File: src/sv/damage_rect_merge_list_top_assert.svh
// Assertion macros used by the damage rectangle list top module.
`ifndef DAMAGE_RECT_MERGE_LIST_TOP_ASSERT_SVH
`define DAMAGE_RECT_MERGE_LIST_TOP_ASSERT_SVH

// The consequent must hold in the same cycle as the antecedent.
`define DRML_ASSERT_SAME(lbl, ante, cons) \
  lbl: assert property (@(posedge clk) disable iff (rst) (ante) |-> (cons)) \
    else $error("drml assertion failed in the same cycle");

// The consequent must hold in the cycle after the antecedent.
`define DRML_ASSERT_NEXT(lbl, ante, cons) \
  lbl: assert property (@(posedge clk) disable iff (rst) (ante) |=> (cons)) \
    else $error("drml assertion failed one cycle later");

`endif

File: src/sv/drml_ram.sv
// Generic single-write, single-read RAM with registered read data.
`default_nettype none
module drml_ram #(
  parameter int WIDTH = 8,
  parameter int DEPTH = 16
) (
  input  wire logic                                         clk,
  input  wire logic                                         we,
  input  wire logic [((DEPTH > 1) ? $clog2(DEPTH) : 1)-1:0] waddr,
  input  wire logic [WIDTH-1:0]                             wdata,
  input  wire logic [((DEPTH > 1) ? $clog2(DEPTH) : 1)-1:0] raddr,
  output logic      [WIDTH-1:0]                             rdata
);

  logic [WIDTH-1:0] mem [DEPTH];

  // Write port and registered read port.
  always_ff @(posedge clk) begin
    if (we) begin
      mem[waddr] <= wdata;
    end
    rdata <= mem[raddr];
  end

endmodule
`default_nettype wire

File: config.mk
export PLATFORM = sky130hd
export DESIGN_NAME = drml_ram
export DESIGN_NICKNAME = d
export VERILOG_FILES = /design/src/sv/damage_rect_merge_list_top_assert.svh /design/src/sv/drml_ram.sv
export SDC_FILE = /design/constraint.sdc
export NUM_CORES = 1
export LEC_CHECK = 0
export BUFFER_PORTS_ARGS = -buffer_cell sky130_fd_sc_hd__buf_2
export CORE_MARGIN = 10
export CORE_UTILIZATION = 35
export DETAILED_ROUTE_END_ITERATION = 8
export PLACE_DENSITY = 0.54
export RECOVER_POWER = 100
export SETUP_SLACK_MARGIN = 0.5
export SLEW_MARGIN = 20
export SYNTH_ARGS = -nofsm -noshare
export SYNTH_HDL_FRONTEND = slang
export SYNTH_SLANG_ARGS = --single-unit
export TNS_END_PERCENT = 100
File: constraint.sdc
create_clock -name clk -period 1.8 [get_ports clk]
set_input_delay 0.09 -clock clk [delete_from_list [all_inputs] [get_ports clk]]
set_output_delay 0.09 -clock clk [all_outputs]
set_load 0.05 [all_outputs]
# Word-level counts from Yosys, hierarchy flattened
# Memories as Yosys holds them, arrays and structs flattened. A register that Yosys moved wholly into a read port is not among the register bits.
# Cells that the tools add are included.
# op_classes
eq_ne	0
bitwise	0
shift	0
muxes	2
n_lt_le_gt_ge	0
n_div	0
n_addsub	0
n_reduce_logical	0
multipliers	0
# ops
operator	n
$mux W1	2
# totals
inputBits	18
rom_bits	0
elab_cells	3
n_memories	1
out_inout_bits	8
register_bits	0
latch_bits	0
ram_bits	128
# mem_list
name	depth	width	read_ports	rd_ports_with_merged_regs	wr	line_no	source
mem	16	8	1	1	1	drml_ram.sv:15	logic [WIDTH-1:0] mem [DEPTH];

# Longest topological paths before layout
# Gate-level depths: netlist (run 1).
# logic_depth
depth_word	2
mapped_depth	5
ltp_nobuf	3

# Worst setup path after synthesis (run 1)
# OpenSTA, ideal clock, no wires.
# synth_timing
path_kind	input to register
from	input waddr[2] in the netlist's numbering
to	memory mem[0][0], enable pin
t_required_ps	1417
slack_ps	217
arrival_ps	1200
setup_ps	383
stages	2
path_buffers	0
cell_sequence	or3b_2 > nor3_1
# synth_rtl
element	line_no	source
from (decl)	drml_ram.sv:9	input wire logic [((DEPTH > 1) ? $clog2(DEPTH) : 1)-1:0] waddr,
to (decl)	drml_ram.sv:15	
# No word-level cell before the write port.

# Worst setup path after layout (run 1)
# layout_timing
from	register rdata[3] (read register of mem)
to	output rdata[3]
# layout_rtl
element	line_no	source
from (decl)	drml_ram.sv:12	output logic [WIDTH-1:0] rdata
# No word-level cell between the ends.

==> results.md, run 1 <==
* Status: finished clean
* Unrepaired setup endpoints after global routing: yes
* Root Buffer: clkbuf_16
* Routed WL per cell at 22.1 µm
* Crit-path max cell delay at 530 ps
* Max Clk Rate at 708 MHz
* Final setup viols at 0
* GPL Wtd Cong at 0.736
* Row count at 44
* Setup crit start kind: flop
* Slew Limit Headroom at 0.503
* Die height at 141 µm
* Post-Syn Instances at 229
* Mux cell area share after synthesis at 0.150
* Setup TNS at 0 ps
* TritonCTS Sinks at 136
* Post-synthesis xor/xnor area fraction at 0
* Cell Area, Synth at 5150 µm²
* Die ar. at 20000 µm²
* Buffers on Ports at 25
* Pin count of the biggest net entering global routing at 33
* Syn_area_per_cell at 22.5 µm²
* Commonest non-fill, non-tap cell in the layout: edfxtp_1
* Fin. Hold Viols at 0
* Post-Synth Simple-Gate Area at 0.0318
* Clk buf depth at 2
* Hold crit path type: in -> reg
* # IOs at 26
* Commonest non-fill, non-tap cells in the layout: edfxtp_1, clkbuf_1, mux4_2
* Crit path capture type: output pin
* Clock slew at reported path FFs at 60 ps
* DRC viols at 0
* Final antenna-violating net count at 0
* Layout cell share with drive strength beyond 1 at 0.224
* Cells along the critical path: clkbuf_1
* DR pass1 iterations at 4
* N_diodes at 0
* Core box area at 14500 µm²
* Worst Max-Slew Pin Slew at 746 ps
* Routed WL at 10700 µm
* Final #Nets at 304
* Worst skew pair latency at 410 ps
* Synth Register Bits at 136
* First-pass GRT wire length at 16600 µm
* Detail Placement HPWL at 6810 µm
* TritonCTS clock tree: yes
* Synthesized-area fraction occupied by adder cells at 0
* Final Cycle Share at 0.785
* Initial detailed-routing violation count at 212
* Die width at 141 µm
* Static leakage at 1.96 nW
* Syn nets at 247
* Sequential-to-total area share from yosys stat at 0.778
* Crit Path Class: reg -> out
* Via density at 5.06
* Required @ worst endpoint at 1710 ps
* Power Total at 7.45 mW
* Distinct cells, synth at 19
* Inserted Clock Buffers at 17
* Compound-Gate Fraction of Synth Area at 0.0233
* Worst-path fanout max at 1
* Max Cap Viol at 0
* Pwr dens at 1210 nW/µm²
* Main combinational cell family by area after synthesis: multiplexers
* Final setup skew at 4.88 ps
* Critical path data arrival time at 1320 ps
* Max Slew Vio Count at 0
* Initial antenna violation count at 0
* CP bufs+invs at 1
* Via count of the routed design at 2445
* Max stage delay cell, worst path: clkbuf_1
* CP top delay family: buffers and inverters
* Period minus WS final at 1410 ps
* Area grow syn2layout at 19.2%
* Vias in the first global route at 2599
* Yosys warns at 0
* Post-layout util at 0.424
* Htree depth at 4
* Initial Util at 0.356
* Peak VDD IR at 0.000563 V
* Tot GR Track Use at 0.115
* Global route overflow at 0
what timing repair did:
item,in CTS,in global routing
setup buffers,0,0
hold buffers,0,0
setup endpoints to repair,5,8
resized for setup,8,7
pin swaps,5,1
metrics by stage:
| step | area [µm²] | instances | setup WS (ps) | hold WS (ps) |
|---|---|---|---|---|
| floorplan | 5150 | 229 | 444 | 189 |
| global placement | 5630 | 451 | 212 | 486 |
| detailed placement | 5630 | 451 | 204 | 498 |
| CTS | 6240 | 483 | 505 | 56.7 |
| global route | 6140 | 483 | 332 | 124 |
| finish | 6140 | 483 | 387 | 122 |
kinds of logic after synthesis:
family          count (synthesis)
buf+inv                        10
flops                         136
simple gates                   35
mux                            32
compound gates                 16
flip-flops by register name (all words and copies together), names as in the netlist:
register	cells
mem	128
rdata	8
synthesized netlist by cell type:
master | instances | share of area
and2b_1 | 1 | 0.0015
nor3_1 | 4 | 0.0039
nand2_1 | 9 | 0.0066
and2_1 | 1 | 0.0012
mux4_1 | 14 | 0.071
buf_6 | 3 | 0.0066
or3b_2 | 1 | 0.0017
buf_2 | 3 | 0.0029
clkdlybuf4s25_2 | 3 | 0.0058
nor2_1 | 13 | 0.0095
nand3_1 | 1 | 0.00097
mux4_2 | 18 | 0.079
edfxtp_1 | 128 | 0.75
dfxtp_1 | 8 | 0.031
a22oi_1 | 16 | 0.023
buf_4 | 1 | 0.0015
nor2b_1 | 1 | 0.0012
nand3b_1 | 2 | 0.0029
nand2b_1 | 2 | 0.0024
power breakdown:
group / total, mW / internal (mW) / switching [mW] / leakage (nW)
combinational: 0.406 / 0.140 / 0.266 / 0.455
clock: 3.48 / 2.28 / 1.19 / 0.285
sequential: 3.57 / 3.54 / 0.0235 / 1.22
total: 7.45 / 5.97 / 1.48 / 1.96
area by class of cell:
| class | count | area, µm² |
|---|---|---|
| flip-flops and latches | 136 | 4000 |
| repair buffers | 48 | 245 |
| well taps | 184 | 230 |
| clock buffers | 20 | 437 |
| clock inverters | 12 | 156 |
| multi-input cells | 83 | 1060 |
| fillers | 1285 | 8340 |
final timing paths:
| check | from | end | slack, ps | depth (start not counted) |
|---|---|---|---|---|
| worst min register to register | mem[11][1] | rdata[1] | 680 | 3 |
| worst min-delay path | waddr[0] | mem[4][5] | 120 | 2 |
| worst max register to register | mem[10][3] | rdata[3] | 460 | 3 |
| worst max-delay path | rdata[3] | rdata[3] | 390 | 1 |
routing by layer:
layer	vias to the layer above	GRT usage	wire length (µm)	share of wire
met4	0	0.0391	119	0.011
met1	1270	0.158	4750	0.45
met3	12	0.0421	808	0.076
met5	-	0	0	0
met2	82	0.163	4980	0.47
li1	1081	-	-	-
(Power assumes the default switching activity.)
==> inputs of run 2 (changes only) <==
PLACE_DENSITY = 0.56   (was 0.54)
clock period = 1.22 ns   (was 1.8 ns; I/O delays follow)
==> run 2 against run 1 <==
The run now ends with negative setup slack left. Setup slack worse by 440 ps. Utilization is 1.2 points higher. Die area stayed put. Sequential cell count unchanged. Highest routed layer unchanged.
==> results.md, run 2 (synthesized netlist as in run 1, its figures left out) <==
* Status: finished with violations
* Failing checks: negative setup slack
* Final setup skew at 11.5 ps
* Fill cells at 1259
* Reg power frac at 0.481
* Area grow syn2layout at 22.7%
* TritonCTS clock tree: yes
* Htree depth at 4
* Logic pwr share at 0.060
* Cell Int Power at 8.74 mW
* Initial detailed-routing violation count at 235
* Storage cell area at 4020 µm²
* Tot GR Track Use at 0.109
* Final Cycle Share at 1.05
* Detail Placement HPWL at 6900 µm
* Worst-path fanout max at 1
* Clock slew at reported path FFs at 60 ps
* Core box area at 14500 µm²
* Final antenna-violating net count at 0
* Die ar. at 20000 µm²
* Switching share of power at 0.203
* Max Clk Rate at 783 MHz
* Top reg by flops: mem
* Final #Nets at 318
* Root Buffer: clkbuf_16
* Clk buf depth at 2
* Worst skew pair latency at 410 ps
* Global route overflow at 0
* Initial antenna violation count at 0
* Max Slew Vio Count at 0
* Via count of the routed design at 2469
* GPL Wtd Cong at 0.730
* Commonest non-fill, non-tap cell in the layout: edfxtp_1
* Inserted Clock Buffers at 17
* Net switching power at 2.22 mW
* Die width at 141 µm
* # IOs at 26
* Buffers on Ports at 25
* Period minus WS final at 1280 ps
* Hold Path Cell Cnt at 1
* Setup crit start kind: flop
* Static leakage at 2.10 nW
* Post-place setup slack at -245 ps
* DRC viols at 0
* Layout cell share with drive strength beyond 1 at 0.364
* Setup WS post-layout at -57.6 ps
* Max Cap Viol at 0
* Worst R2R Path Depth at 3
* Initial Util at 0.356
* Routed WL per cell at 21.2 µm
* Crit Path Class: reg -> reg
* Final setup viols at 7
* Slew Limit Headroom at 0.367
* Unrepaired setup endpoints after global routing: yes
* Fin. Hold Viols at 0
* Pwr dens at 1740 nW/µm²
* First-pass GRT wire length at 15900 µm
* Peak VDD IR at 0.00101 V
* Row count at 44
* DR pass1 iterations at 5
* Pin count of the biggest net entering global routing at 20
* Largest registers: mem (128), rdata (8)
* Critical path data arrival time at 1580 ps
* Crit path capture type: flop
* Die height at 141 µm
* Setup TNS at -133 ps
* N_diodes at 0
* Required @ worst endpoint at 1520 ps
* Via density at 4.97
* Multi-input logic area at 1090 µm²
* Clk network pwr share at 0.460
* Commonest non-fill, non-tap cells in the layout: edfxtp_1, mux4_2, clkbuf_1
* Routed WL at 10600 µm
* Max reg flops at 128
* Hold Buf Count CTS at 0
* Hold crit path type: in -> reg
* TritonCTS Sinks at 136
* Worst Max-Slew Pin Slew at 947 ps
* Vias in the first global route at 2657
## run 2: cell count changes in the layout (fill, tap and decap cells not counted), sizes merged
cell	change
dlymetal6s2s	+3
bufinv	-1
clkinvlp	+1
buf	+6
clkinv	-3
clkbuf	+7
clkdlybuf4s15	+1
## run 2: through the flow
stage | instances | instance area, µm² | hold slack, ps | utilization | total power [mW]
after global routing | 497 | 6310 | 219 | 0.436 | 11.3
final | 497 | 6310 | 174 | 0.436 | 11.0
after detailed placement | 458 | 5880 | 457 | 0.406 | 6.05
after CTS | 495 | 6710 | 22.4 | 0.463 | 11.2
after global placement | 458 | 5880 | 445 | 0.406 | 6.04
after floorplan | 229 | 5270 | 160 | - | 5.77
## run 2: worst paths after layout
check              from   endpoint  slack (ps)
min            wdata[0]  mem[5][0]         170
max           mem[3][3]   rdata[3]         -60
min reg2reg  mem[12][1]   rdata[1]         660
max reg2reg   mem[3][3]   rdata[3]         -60
## run 2: timing repair
action	CTS	global route
gates resized for setup	54	5
endpoints found under the setup margin	112	111
pin swaps	8	4
cloned	0	0
buffers inserted	5	2
## run 2: metal layers
layer,up-vias,global-route usage,part of all wire
li1,1102,-,-
met1,1290,0.140,0.45
met2,66,0.169,0.48
met3,11,0.0297,0.052
met4,0,0.0489,0.014
met5,-,0,0
## run 2: cell type report
class,instances,share of cell area
Clock buffer,23,0.0725
Clock inverter,9,0.0202
Multi-Input combinational cell,83,0.173
Sequential cell,136,0.636
Tap cell,184,0.0365
Timing Repair Buffer,62,0.0622
## run 2: worst max-delay path: stages, from the launching register on
cell and delay [ps]:
edfxtp_1 360, mux4_2 480, a22oi_2 240, nand2_1 80
## run 2: power by group through the flow
stage / combinational, mW / clock, mW / sequential (mW)
after floorplan: 0.317 / 0 / 5.45
after global placement: 0.690 / 0 / 5.35
after detailed placement: 0.699 / 0 / 5.35
after CTS: 0.794 / 5.12 / 5.28
after global routing: 0.705 / 5.31 / 5.28
final: 0.654 / 5.04 / 5.27
==> inputs of run 3 (changes only) <==
BUFFER_PORTS_ARGS = -buffer_cell sky130_fd_sc_hd__buf_4   (was -buffer_cell sky130_fd_sc_hd__buf_2)
==> run 3 against run 2 <==
The run still ends with negative setup slack left. Hold slack improved by 38 ps. Register-to-register slack improved by 60 ps. Power increased by 4.8%. Die area unchanged. Largest power group is now clock. Highest routed layer unchanged.
==> results.md, run 3 (synthesized netlist as in run 1, its figures left out) <==
* Clock slew at reported path FFs at 60 ps
* Unrepaired setup endpoints after global routing: yes
* Initial Util at 0.356
* Via count of the routed design at 2517
* Via density at 5.02
* Final antenna-violating net count at 0
* Worst Max-Slew Pin Slew at 1090 ps
* Setup WS post-layout at -2.20 ps
* Pwr dens at 1770 nW/µm²
* Global route overflow at 0
* Final setup skew at 5.27 ps
* Die height at 141 µm
* Min Hold Slack at 211 ps
* GPL Wtd Cong at 0.718
* Peak VDD IR at 0.00112 V
* Detail Placement HPWL at 7170 µm
* Commonest non-fill, non-tap cells in the layout: edfxtp_1, mux4_2, clkbuf_2
* # IOs at 26
* Hold Path Cell Cnt at 3
* Routed WL per cell at 22.2 µm
* Row count at 44
* DR pass1 iterations at 4
* Commonest non-fill, non-tap cell in the layout: edfxtp_1
* Static leakage at 2.19 nW
* Hold crit path type: in -> reg
* Initial detailed-routing violation count at 196
* Buffers on Ports at 25
* Crit path capture type: flop
* TritonCTS Sinks at 136
* Setup crit start kind: flop
* Largest registers: mem (128), rdata (8)
* Pin count of the biggest net entering global routing at 17
* Max Cap Viol at 0
* Die width at 141 µm
* First-pass GRT wire length at 17000 µm
* Routed WL at 11100 µm
* Top reg by flops: mem
* Inserted Clock Buffers at 17
* Initial antenna violation count at 0
* Area grow syn2layout at 26.2%
* Failing checks: negative setup slack
* DRC viols at 0
* Fill cells at 1258
* Fin. Hold Viols at 0
* Period minus WS final at 1220 ps
* Core box area at 14500 µm²
* Max Clk Rate at 818 MHz
* Die ar. at 20000 µm²
* Final Cycle Share at 1.00
* Final setup viols at 1
* Root Buffer: clkbuf_16
* TritonCTS clock tree: yes
* Post-place setup slack at -162 ps
* Htree depth at 4
* Tot GR Track Use at 0.117
* N_diodes at 0
* Required @ worst endpoint at 1510 ps
* Worst skew pair latency at 410 ps
* Final #Nets at 322
* Max Slew Vio Count at 0
* Critical path data arrival time at 1520 ps
* Status: finished with violations
* Clk buf depth at 2
* Max reg flops at 128
* Worst-path fanout max at 1
* Crit Path Class: reg -> reg
* Worst R2R Path Depth at 3
* Vias in the first global route at 2735
* Slew Limit Headroom at 0.274
* Layout cell share with drive strength beyond 1 at 0.391
==> run 3: path summary, 6_finish.rpt <==
check              from         to  slack, ps
min            waddr[0]  mem[0][6]        210
max          mem[11][6]   rdata[6]         -2
max reg2reg  mem[11][6]   rdata[6]         -2
min reg2reg  mem[14][4]   rdata[4]        680
==> run 3: cell type report <==
| class | instances | area, µm² | share of cell area |
|---|---|---|---|
| sequential | 136 | 4020 | 0.618 |
| tap | 184 | 230 | 0.0355 |
| timing repair buffer | 66 | 515 | 0.0794 |
| clock buffer | 19 | 443 | 0.0682 |
| multi-input combinational | 83 | 1090 | 0.167 |
| clock inverter | 13 | 201 | 0.0310 |
==> run 3: metrics by stage <==
| step | area [µm²] | std cells | setup TNS, ps | util | power [mW] |
|---|---|---|---|---|---|
| 2_1_floorplan | 5270 | 229 | 0 | - | 5.77 |
| 3_3_place_gp | 6050 | 459 | -2360 | 0.418 | 6.10 |
| 3_5_place_dp | 6050 | 459 | -2880 | 0.418 | 6.11 |
| 4_1_cts | 6930 | 500 | -73.8 | 0.478 | 11.7 |
| 5_1_grt | 6490 | 501 | -593 | 0.448 | 11.9 |
| 6_report | 6490 | 501 | -2.20 | 0.448 | 11.5 |
==> run 3: critical path, stage by stage, from the launching register on <==
cell	delay (ps)
edfxtp_1	380
mux4_2	480
a22oi_2	170
nand2_1	80
==> run 3: timing repair <==
action | 4_1_cts | 5_1_grt
endpoints found under the setup margin | 112 | 69
hold endpoints to repair | 128 | 0
resized for setup | 38 | 11
hold buffers | 8 | 0
pin swaps | 8 | 5
setup buffers | 1 | 1
==> run 3: power by group <==
| part | internal [mW] | switching, mW | total [mW] |
|---|---|---|---|
| sequential | 5.23 | 0.0314 | 5.26 |
| combinational | 0.283 | 0.412 | 0.695 |
| clock | 3.66 | 1.86 | 5.52 |
| total | 9.18 | 2.30 | 11.5 |
==> run 3: per-layer routing <==
metal  routed length [µm]  track usage  share of wire
met5                    0            0              0
met4                  163       0.0473          0.015
met2                 5470        0.179           0.49
met1                 5000        0.155           0.45
met3                  488       0.0320          0.044
